$ cat src/rtl/core/tss_pkg.sv
// ----------------------------------------------------------------------------
// tss_pkg
// Shared widths, action codes and types of the tone segment sequencer.
// ----------------------------------------------------------------------------
package tss_pkg;

   localparam int SEG_SLOTS        = 5;
   localparam int DEF_NUM_SEGMENTS = 5;
   localparam int FREQ_W           = 16;
   localparam int DUR_W            = 16;
   localparam int TIME_W           = 32;
   localparam int ACTION_W         = 2;

   localparam logic [ACTION_W-1:0] ACT_TONE    = 2'd0;
   localparam logic [ACTION_W-1:0] ACT_SILENCE = 2'd1;
   localparam logic [ACTION_W-1:0] ACT_RELEASE = 2'd2;

   localparam logic REQ_TICK  = 1'b0;
   localparam logic REQ_START = 1'b1;

   typedef struct packed {
      logic [FREQ_W-1:0] freq;
      logic [DUR_W-1:0]  dur;
   } seg_type;

   typedef struct packed {
      logic load;
      logic shift;
   } cell_ctrl_type;

endpackage

$ cat src/rtl/core/tss_cell.sv
// ----------------------------------------------------------------------------
// tss_cell
// One stage of the segment chain: holds a pending segment and its live bit,
// loads in parallel on a start and shifts towards the head on each step.
// ----------------------------------------------------------------------------
module tss_cell (
   input  logic                   clock,
   input  logic                   reset,
   input  tss_pkg::cell_ctrl_type ctrl,
   input  tss_pkg::seg_type       load_seg,
   input  logic                   load_tail_any,
   output logic                   load_any,
   input  tss_pkg::seg_type       next_seg,
   input  logic                   next_live,
   output tss_pkg::seg_type       seg,
   output logic                   live
);
   import tss_pkg::*;

   seg_type seg_ff;
   seg_type seg_in;
   logic    live_ff;
   logic    live_in;

   // live on load if this or any later segment has a nonzero duration
   assign load_any = (load_seg.dur != '0) | load_tail_any;

   always_comb begin
      seg_in  = seg_ff;
      live_in = live_ff;
      if (ctrl.load) begin
         seg_in  = load_seg;
         live_in = load_any;
      end else if (ctrl.shift) begin
         seg_in  = next_seg;
         live_in = next_live;
      end
   end

   always_ff @(posedge clock) begin
      seg_ff <= seg_in;
   end

   always_ff @(posedge clock) begin
      if (reset) begin
         live_ff <= 1'b0;
      end else begin
         live_ff <= live_in;
      end
   end

   assign seg  = seg_ff;
   assign live = live_ff;

endmodule

$ cat src/rtl/core/tone_segment_sequencer.sv
// ----------------------------------------------------------------------------
// tone_segment_sequencer
// Buzzer sequence player: a start item loads a segment list and plays the
// first segment, tick items step through the rest and end with a release.
// ----------------------------------------------------------------------------
// A result item is registered in the output register, or first parked in
// the one-item skid stage, before it appears on rsp_. Throughput: one item
// per cycle while req_stall is low; the step is one 32-bit compare and add
// on the chain head. req_stall rises only while the skid stage holds an item.
// Reset (synchronous): playback stops, chain live bits and deadline clear;
// segment payload is not cleared and is never read before a start loads it.
module tone_segment_sequencer #(
   parameter int NUM_SEGMENTS = tss_pkg::DEF_NUM_SEGMENTS
) (
   input  logic                          clock,
   input  logic                          reset,
   input  logic                          req_valid,
   output logic                          req_stall,
   input  logic                          req_type,
   input  logic [tss_pkg::TIME_W-1:0]    req_now_ms,
   input  logic [tss_pkg::FREQ_W-1:0]    req_freq_a,
   input  logic [tss_pkg::DUR_W-1:0]     req_dur_a,
   input  logic [tss_pkg::FREQ_W-1:0]    req_freq_b,
   input  logic [tss_pkg::DUR_W-1:0]     req_dur_b,
   input  logic [tss_pkg::FREQ_W-1:0]    req_freq_c,
   input  logic [tss_pkg::DUR_W-1:0]     req_dur_c,
   input  logic [tss_pkg::FREQ_W-1:0]    req_freq_d,
   input  logic [tss_pkg::DUR_W-1:0]     req_dur_d,
   input  logic [tss_pkg::FREQ_W-1:0]    req_freq_e,
   input  logic [tss_pkg::DUR_W-1:0]     req_dur_e,
   output logic                          rsp_valid,
   input  logic                          rsp_stall,
   output logic [tss_pkg::ACTION_W-1:0]  rsp_action,
   output logic [tss_pkg::FREQ_W-1:0]    rsp_tone_freq,
   output logic [tss_pkg::DUR_W-1:0]     rsp_tone_dur
);
   import tss_pkg::*;

   // segments as carried by the request item
   seg_type req_seg [SEG_SLOTS];

   // chain wiring; the extra entry past the tail is tied off
   seg_type       cell_seg  [NUM_SEGMENTS+1];
   logic          cell_live [NUM_SEGMENTS+1];
   logic          cell_any  [NUM_SEGMENTS+1];
   seg_type       cell_load [NUM_SEGMENTS];
   cell_ctrl_type ctrl;

   // playback state
   logic              active_ff;
   logic              active_in;
   logic [TIME_W-1:0] deadline_ff;
   logic [TIME_W-1:0] deadline_in;

   // result of the current item, before the output register
   logic                res_valid;
   logic                res_release;
   logic [ACTION_W-1:0] res_action;
   seg_type             res_seg;

   // output register and skid stage
   logic                out_valid_ff;
   logic                out_valid_in;
   logic [ACTION_W-1:0] out_action_ff;
   logic [ACTION_W-1:0] out_action_in;
   seg_type             out_seg_ff;
   seg_type             out_seg_in;
   logic                skid_valid_ff;
   logic                skid_valid_in;
   logic [ACTION_W-1:0] skid_action_ff;
   logic [ACTION_W-1:0] skid_action_in;
   seg_type             skid_seg_ff;
   seg_type             skid_seg_in;

   logic req_fire;
   logic out_take;
   logic start_any;

   always_comb begin
      req_seg[0] = '{freq: req_freq_a, dur: req_dur_a};
      req_seg[1] = '{freq: req_freq_b, dur: req_dur_b};
      req_seg[2] = '{freq: req_freq_c, dur: req_dur_c};
      req_seg[3] = '{freq: req_freq_d, dur: req_dur_d};
      req_seg[4] = '{freq: req_freq_e, dur: req_dur_e};
   end

   // --- segment chain -------------------------------------------------------
   // Cell g holds the segment that follows the head by g+1 places. On a start
   // segment 0 goes out at once, so cell g loads request segment g+1.
   assign cell_seg[NUM_SEGMENTS]  = '0;
   assign cell_live[NUM_SEGMENTS] = 1'b0;
   assign cell_any[NUM_SEGMENTS]  = 1'b0;

   for (genvar g = 0; g < NUM_SEGMENTS; g++) begin : g_cell
      if (g + 1 < NUM_SEGMENTS) begin : g_load
         assign cell_load[g] = req_seg[g+1];
      end else begin : g_tail
         assign cell_load[g] = '0;
      end

      tss_cell u_cell (
         .clock         (clock),
         .reset         (reset),
         .ctrl          (ctrl),
         .load_seg      (cell_load[g]),
         .load_tail_any (cell_any[g+1]),
         .load_any      (cell_any[g]),
         .next_seg      (cell_seg[g+1]),
         .next_live     (cell_live[g+1]),
         .seg           (cell_seg[g]),
         .live          (cell_live[g])
      );
   end

   // --- step logic ----------------------------------------------------------
   assign req_stall = skid_valid_ff;
   assign req_fire  = req_valid & ~skid_valid_ff;
   assign out_take  = out_valid_ff & ~rsp_stall;

   // any nonzero duration in the new list means playback starts
   assign start_any = (req_seg[0].dur != '0) | cell_any[0];

   always_comb begin
      res_valid   = 1'b0;
      res_release = 1'b0;
      res_seg     = '0;
      ctrl        = '0;
      active_in   = active_ff;
      deadline_in = deadline_ff;
      if (req_fire) begin
         if (req_type == REQ_START) begin
            // list is stored even when all durations are zero
            ctrl.load = 1'b1;
            active_in = start_any;
            if (start_any) begin
               res_valid   = 1'b1;
               res_seg     = req_seg[0];
               deadline_in = req_now_ms + TIME_W'(req_seg[0].dur);
            end
         end else if (active_ff && (req_now_ms >= deadline_ff)) begin
            res_valid = 1'b1;
            if (cell_live[0]) begin
               res_seg     = cell_seg[0];
               ctrl.shift  = 1'b1;
               deadline_in = req_now_ms + TIME_W'(cell_seg[0].dur);
            end else begin
               // list exhausted: release and stop
               res_release = 1'b1;
               active_in   = 1'b0;
            end
         end
      end
   end

   always_comb begin
      if (res_release) begin
         res_action = ACT_RELEASE;
      end else if (res_seg.freq != '0) begin
         res_action = ACT_TONE;
      end else begin
         res_action = ACT_SILENCE;
      end
   end

   always_ff @(posedge clock) begin
      if (reset) begin
         active_ff   <= 1'b0;
         deadline_ff <= '0;
      end else begin
         active_ff   <= active_in;
         deadline_ff <= deadline_in;
      end
   end

   // --- output register and skid --------------------------------------------
   // A result arriving while the output item is stalled parks in the skid
   // stage; requests stall until it has moved up.
   always_comb begin
      out_valid_in   = out_valid_ff;
      out_action_in  = out_action_ff;
      out_seg_in     = out_seg_ff;
      skid_valid_in  = skid_valid_ff;
      skid_action_in = skid_action_ff;
      skid_seg_in    = skid_seg_ff;
      if (skid_valid_ff) begin
         if (out_take) begin
            out_valid_in  = 1'b1;
            out_action_in = skid_action_ff;
            out_seg_in    = skid_seg_ff;
            skid_valid_in = 1'b0;
         end
      end else if (!out_valid_ff || out_take) begin
         out_valid_in  = res_valid;
         out_action_in = res_action;
         out_seg_in    = res_seg;
      end else if (res_valid) begin
         skid_valid_in  = 1'b1;
         skid_action_in = res_action;
         skid_seg_in    = res_seg;
      end
   end

   always_ff @(posedge clock) begin
      if (reset) begin
         out_valid_ff  <= 1'b0;
         skid_valid_ff <= 1'b0;
      end else begin
         out_valid_ff  <= out_valid_in;
         skid_valid_ff <= skid_valid_in;
      end
   end

   always_ff @(posedge clock) begin
      out_action_ff  <= out_action_in;
      out_seg_ff     <= out_seg_in;
      skid_action_ff <= skid_action_in;
      skid_seg_ff    <= skid_seg_in;
   end

   assign rsp_valid     = out_valid_ff;
   assign rsp_action    = out_action_ff;
   assign rsp_tone_freq = out_seg_ff.freq;
   assign rsp_tone_dur  = out_seg_ff.dur;

endmodule

$ cat config.mk
export PLATFORM = sky130hd
export DESIGN_NAME = tone_segment_sequencer
export DESIGN_NICKNAME = d
export VERILOG_FILES = /design/src/rtl/core/tss_pkg.sv /design/src/rtl/core/tss_cell.sv /design/src/rtl/core/tone_segment_sequencer.sv
export SDC_FILE = /design/constraint.sdc
export NUM_CORES = 1
export LEC_CHECK = 0
export ABC_AREA = 1
export BUFFER_PORTS_ARGS = -buffer_cell sky130_fd_sc_hd__buf_4
export CORE_MARGIN = 1.5
export CORE_UTILIZATION = 60
export DETAILED_ROUTE_END_ITERATION = 12
export PLACE_DENSITY_LB_ADDON = 0.12
export SLEW_MARGIN = 25
export SYNTH_ARGS = -nofsm -noshare
export SYNTH_HDL_FRONTEND = slang
export SYNTH_SLANG_ARGS = --single-unit
$ cat constraint.sdc
create_clock -name clock -period 13 [get_ports clock]
set_input_delay 0.65 -clock clock [delete_from_list [all_inputs] [get_ports clock]]
set_output_delay 0.65 -clock clock [all_outputs]
set_load 0.01 [all_outputs]
[Word level (Yosys, flattened, before mapping)]
Cells that the tools add are included.
Storage, ports and cells
  bits in registers: 235
  memory bits (writable): 0
  input bits: 197
  ROM bits: 0
  latch bits: 0
  memories kept: 0
Cells by class
  $mul: 0
  reductions and logical operators: 17
  add/sub/neg operators: 2
  divide/modulo/power cells: 0
  bitwise logic cells: 9
  shifts and indexed selects: 0
  eq/ne operators: 3
  magnitude comparators: 1
  mux-type cells: 56
Operators with widths (number)
  two-way mux 32 bit: 20
  nonzero test 16 bit: 6
  adder 32 x 16 -> 32 bit: 2
  >= comparator 32 bit: 1
  two-way mux 1 bit: 31
  two-way mux 2 bit: 5
  nonzero test 2 bit: 4
  AND reduction 3 bit: 2
  != test 2 x 1 -> 1 bit (second input constant): 2
  OR 1 bit: 4
  AND reduction 4 bit: 1
  NOT 1 bit: 3
  AND 1 bit: 2
  != test 2 bit (second input constant): 1
  AND reduction 2 bit: 1
  logical AND 1 bit: 1
  zero test 1 bit: 1
  logical OR 1 bit: 1

[Longest topological paths before layout]
  word-level depth: 13
  mapped depth: 21
  gate-level depth less buffers: 21

[Cells and area by module]
Synthesis repeated with hierarchy kept, for this count alone.
Second synthesis, totals
  cell total of the unflattened synthesis: 1551
  area, all modules: 14106.0 um^2
Modules (own cells, without submodules)
  tss_cell: cells each 158, times used 5, area an instance 1506.4 um^2, seq. area each 980.9 um^2
  tone_segment_sequencer: cells each 761, times used 1, area an instance 6573.8 um^2, seq. area each 2742.6 um^2

[Worst setup path after synthesis]
OpenSTA, ideal clock, no wires.
  kind: input port to flip-flop
  from: in req_now_ms[31] (netlist name)
  to: reg g_cell[1].u_cell.live_ff
  arrival time: 4.799 ns
  stages: 13
  path buffers: 0
  slack: 8.090 ns
  required time: 12.889 ns
  cell sequence: ha_1 -> nand2_1 -> nor2_1 -> nand2_1 -> nor4_2 -> nand2_1 -> nand2_4 -> nand3_2 -> nand2_2 -> nand2_1 -> inv_1 -> o21ai_0 -> a31oi_1
On the way
  longest elaborated chain between the ends: 6
Ends and longest elaborated chain
  from (decl): line tone_segment_sequencer.sv:20  | input logic [tss_pkg::TIME_W-1:0] req_now_ms,
  >= comparator 32 bit: line tone_segment_sequencer.sv:140  | end else if (active_ff && (req_now_ms >= deadline_ff)) begin
  logical AND 1 bit: line tone_segment_sequencer.sv:140
  two-way mux 1 bit: line tone_segment_sequencer.sv:140
  two-way mux 1 bit: line tone_segment_sequencer.sv:131  | if (req_type == REQ_START) begin
  two-way mux 2 bit: line tone_segment_sequencer.sv:130  | if (req_fire) begin
  nonzero test 2 bit (no line)
  to (signal assigned): line tss_cell.sv:48  | live_ff <= live_in;
  to (decl): line tss_cell.sv:22  | logic live_ff;
Every way passes these cells.
A chain may end at the register's enable or synchronous reset.

[Worst setup path in the final report]
  from: reg deadline_ff[31]
  to: reg g_cell[2].u_cell.live_ff
On the way
  longest elaborated chain between the ends: 6
Ends and longest elaborated chain
  from (decl): line tone_segment_sequencer.sv:52  | logic [TIME_W-1:0] deadline_ff;
  from (signal assigned): line tone_segment_sequencer.sv:171  | deadline_ff <= deadline_in;
  >= comparator 32 bit: line tone_segment_sequencer.sv:140
  logical AND 1 bit: line tone_segment_sequencer.sv:140
  two-way mux 1 bit: line tone_segment_sequencer.sv:140
  two-way mux 1 bit: line tone_segment_sequencer.sv:131
  two-way mux 2 bit: line tone_segment_sequencer.sv:130
  nonzero test 2 bit (no line)
  to (signal assigned): line tss_cell.sv:48
  to (decl): line tss_cell.sv:22
Every way passes these cells.

==> results.md <==
* Post-synth EDFFs at about 200
* Mapped Cells at 1333
* Reg2reg end: g_cell[2].u_cell.live$_SDFFE_PP0P_
* Most common flop cell mapped by yosys: edfxtp_1
* R2R Setup Slk at 9.42 ns
* XOR/XNOR Fraction of Synth Area at 0.01966
* Post-CTS sizing at 0
* # rows at 51
* Total routed wirelength at 27780 um
* Multiplexer share of the synthesized area at 0
* Leak at 6.814 nW
* Maxcap violations at 0
* Post-synthesis sequential area ratio at 0.5544
* 1st-iter DRT viols at between 600 and 700
* Synthesis warning total at 0
* Worst slew pin tran at 0.9736 ns
* CTS Root Cell: clkbuf_16
* Htree depth at 1
* CP Launch Type: register
* Num CTS Buffers at 25
* Multi-input gate area at 4567 um2
* Worst skew pair latency at 0.52 ns
* First-pass GRT wire length at ~43000 um
* Initial Util at 0.6138
* Clk pin slew, worst setup/hold paths at 0.06 ns
* GRT Total Usage at 0.2652
* Global route overflow at 0
* Synth Area in Adders at 0.05161
* Cell taking the most area after synthesis: edfxtp_1
* Post-route cell area at around 15000 um2
* Cell breakdown of the critical path: inv_1 -> ha_1 -> nand2_1 -> nor2_1 -> nand2_1 -> nor4_2 -> nand2_1 -> nand2_4 -> nand3_2 -> nand2_2 -> nand2_1 -> inv_4 -> buf_6 -> o21ai_0 -> a31oi_1
* Power share of the combinational group at 0.139
* Post-Syn Nets at 1579
* Cell Pwr Density at roughly 120 nW/um2
* Pre-antenna DRT Iters at 5
* Biggest cell delay along the critical path at between 0.6 and 0.7 ns
* Main combinational cell family by area after synthesis: simple AND/OR/NAND/NOR gates
* Worst IR Drop VDD at 0.08935 mV
* Largest cells by area after synthesis: edfxtp_1 49%, nand2_1 14%, dfxtp_1 6.5%, ha_1 5.0%, inv_1 4.5%
* Routed wire per std cell at between 15 and 20 um
* CP arrival at 4.02 ns
* Antenna Violating Nets Remaining at 0
* Critical Path RT at 13.44 ns
* Endpoint class of the critical path: register
* Switching Share at 0.2390
* Hold Path Origin: req_freq_b[6]
* NetSw at 0.4405 mW
* Dpl cell area at 13920 um2
* Port Buffer Count at 232
* Simple-gate share of the synthesized area at 0.2143
* #FFs+latches synth at ~240
* Final hold violations at 0
* CTS tree: yes
* Via density at 5.254
* Clock Skews at 0.02746 ns
* Core area at 19590 um2
* Slew Limit Fails at 0
* Vias in the first global route at 8930
* Die W at about 140 um
* RSZ-0062 raised after global routing: false
* Reg area at 6666 um2
* Post-CTS setup buffers at 0
* CP top delay family: simple AND/OR/NAND/NOR gates
* Setup violations, final at 0
* Fill cell count at 1423
* Asr flop ratio synth at 0
* Hpwl dp at 20320 um
* Share of cells above drive strength 1 at 0.1931
* Top cell type's share of synthesized area at 0.4894
* Initial antenna violation count at 0
* Sequential share of power at 0.473
* Hold Buf Count CTS at 0
* Critical-path top delay cell: buf_6
* Hold Path Depth at 3
* RR Startpoint: deadline_ff[31]$_SDFFE_PP0P_
* Layout area overhead at 22.93%
* Syn avg cell area at between 9 and 10 um2
* Top Ports at 233
* Clock share of power at 0.389
* Max Fclk at 279.5 MHz
* CTS Sinks at 235
* Via count at 9635
* Nets at 1797
* Hold path endpoint: g_cell[0].u_cell.seg[22]$_DFFE_PP_
* Slew margin rel. at 0.3469
* Synth Area in Compound Gates at 0.09354
* Die Ht at roughly 140 um
* Max Fanout on Critical Path at 91
* Most frequent cells in the layout: 435 x nand2_1, 236 x buf_4, 196 x edfxtp_1, 142 x inv_1, 85 x nor2_1
* R2R cell count at 15
* Worst path most repeated cell: nand2_1
* Outcome: finished, final reports clean
* Buffers and inverters on the worst path at 3
* Most common cell after layout, fill and taps aside: nand2_1
* Antenna cells at 0
* Largest net degree at the start of global routing at about 130
* Min Clock Period, post-route at 3.577 ns
* Mapped Area at 12030 um2
* Crit path kind: reg2reg
* RD Place Congestion at 0.9242
* Setup TNS Final at 0 ns
* Min-delay worst type: in2reg
* Crit share post-route at 0.2752
* Clock Path Buffers at 3
* Synth unique cells at 41
* DRC Markers at 0
* Internal power at 1.403 mW
* Die footprint at ~21000 um2
-- layout make-up --
cell class,instances,share of cell area
clock inverter,14,0.01227
clock buffer,31,0.04384
inverter,149,0.03834
timing repair buffer,239,0.1232
multi-input combinational,901,0.3089
sequential,235,0.4510
tap,265,0.02243
-- layer usage --
metal / wire [um] / track usage
met1: 11990 / 0.3585
met2: 12680 / 0.4273
met3: 2100 / 0.04967
met4: 1015 / 0.1010
met5: 0 / 0
-- synthesized netlist by cell type, drive strengths merged, types with 7 or more instances --
library cell / instances
o21ai: 101
a21oi: 66
dfxtp: 39
inv: 147
a21o: 22
xnor2: 7
nand3: 39
clkbuf: 28
buf: 20
xor2: 20
nor3: 11
nand2: 438
nor2: 92
edfxtp: 196
ha: 48
nor4: 16
nand4: 24
-- sequential cells by signal, indices dropped and copies added (netlist names) --
| register | count |
|---|---|
| g_cell.u_cell.seg | 128 |
| rsp_valid | 1 |
| rsp_tone_dur | 16 |
| g_cell.u_cell.live | 4 |
| skid_action_ff | 2 |
| rsp_action | 2 |
| active_ff | 1 |
| skid_seg_ff | 32 |
| rsp_tone_freq | 16 |
| deadline_ff | 32 |
| req_stall | 1 |
-- logic make-up (layout without fill, tap and decap cells) --
family / Yosys count / after routing
AOI/OAI and AO/OA: 203 / 203
DFF: 235 / 235
adders and majority gates: 49 / 49
buffers and inverters: 197 / 433
xor gates and xnor gates: 27 / 27
and+or+nand+nor: 622 / 622
-- how the worst max path moves through the flow --
| stage | startpoint | end | slack, ns | cells after the start |
|---|---|---|---|---|
| finish | deadline_ff[31]$_SDFFE_PP0P_ | g_cell[2].u_cell.live$_SDFFE_PP0P_ | 9.42 | 15 |
| global route | deadline_ff[30]$_SDFFE_PP0P_ | g_cell[2].u_cell.live$_SDFFE_PP0P_ | 9.09 | 15 |
| CTS | deadline_ff[31]$_SDFFE_PP0P_ | g_cell[2].u_cell.live$_SDFFE_PP0P_ | 9.17 | 15 |
| detailed placement | req_now_ms[31] | g_cell[2].u_cell.live$_SDFFE_PP0P_ | 8.75 | 15 |
| global placement | req_now_ms[31] | g_cell[1].u_cell.live$_SDFFE_PP0P_ | 8.86 | 15 |
| floorplan | req_now_ms[31] | g_cell[1].u_cell.live$_SDFFE_PP0P_ | 8.09 | 13 |
-- power groups by stage --
stage / combinational, mW / clock, mW / sequential, mW
after global placement: 0.247 / 0 / 0.886
after global routing: 0.286 / 0.755 / 0.875
after CTS: 0.254 / 0.728 / 0.871
final: 0.255 / 0.717 / 0.871
after floorplan: 0.141 / 0 / 0.891
after detailed placement: 0.252 / 0 / 0.887
-- metrics by stage --
step / power (mW) / setup slack [ns] / util / cells / hold WS [ns]
after floorplan: 1.032 / 8.090 / - / 1333 / 0.4331
after global placement: 1.132 / 8.856 / 0.7105 / 1788 / 0.4498
after detailed placement: 1.139 / 8.747 / 0.7105 / 1788 / 0.4537
after CTS: 1.853 / 9.167 / 0.7528 / 1833 / 0.3880
after global routing: 1.916 / 9.087 / 0.7546 / 1834 / 0.4116
final: 1.843 / 9.423 / 0.7546 / 1834 / 0.4091
-- tightest hold or removal path: cells and delay by family --
family                 cells  cell delay, ns
AND/OR/NAND/NOR            2            0.09
buffers and inverters      1            0.08
Note: power is estimated with default switching activity, not from simulation.
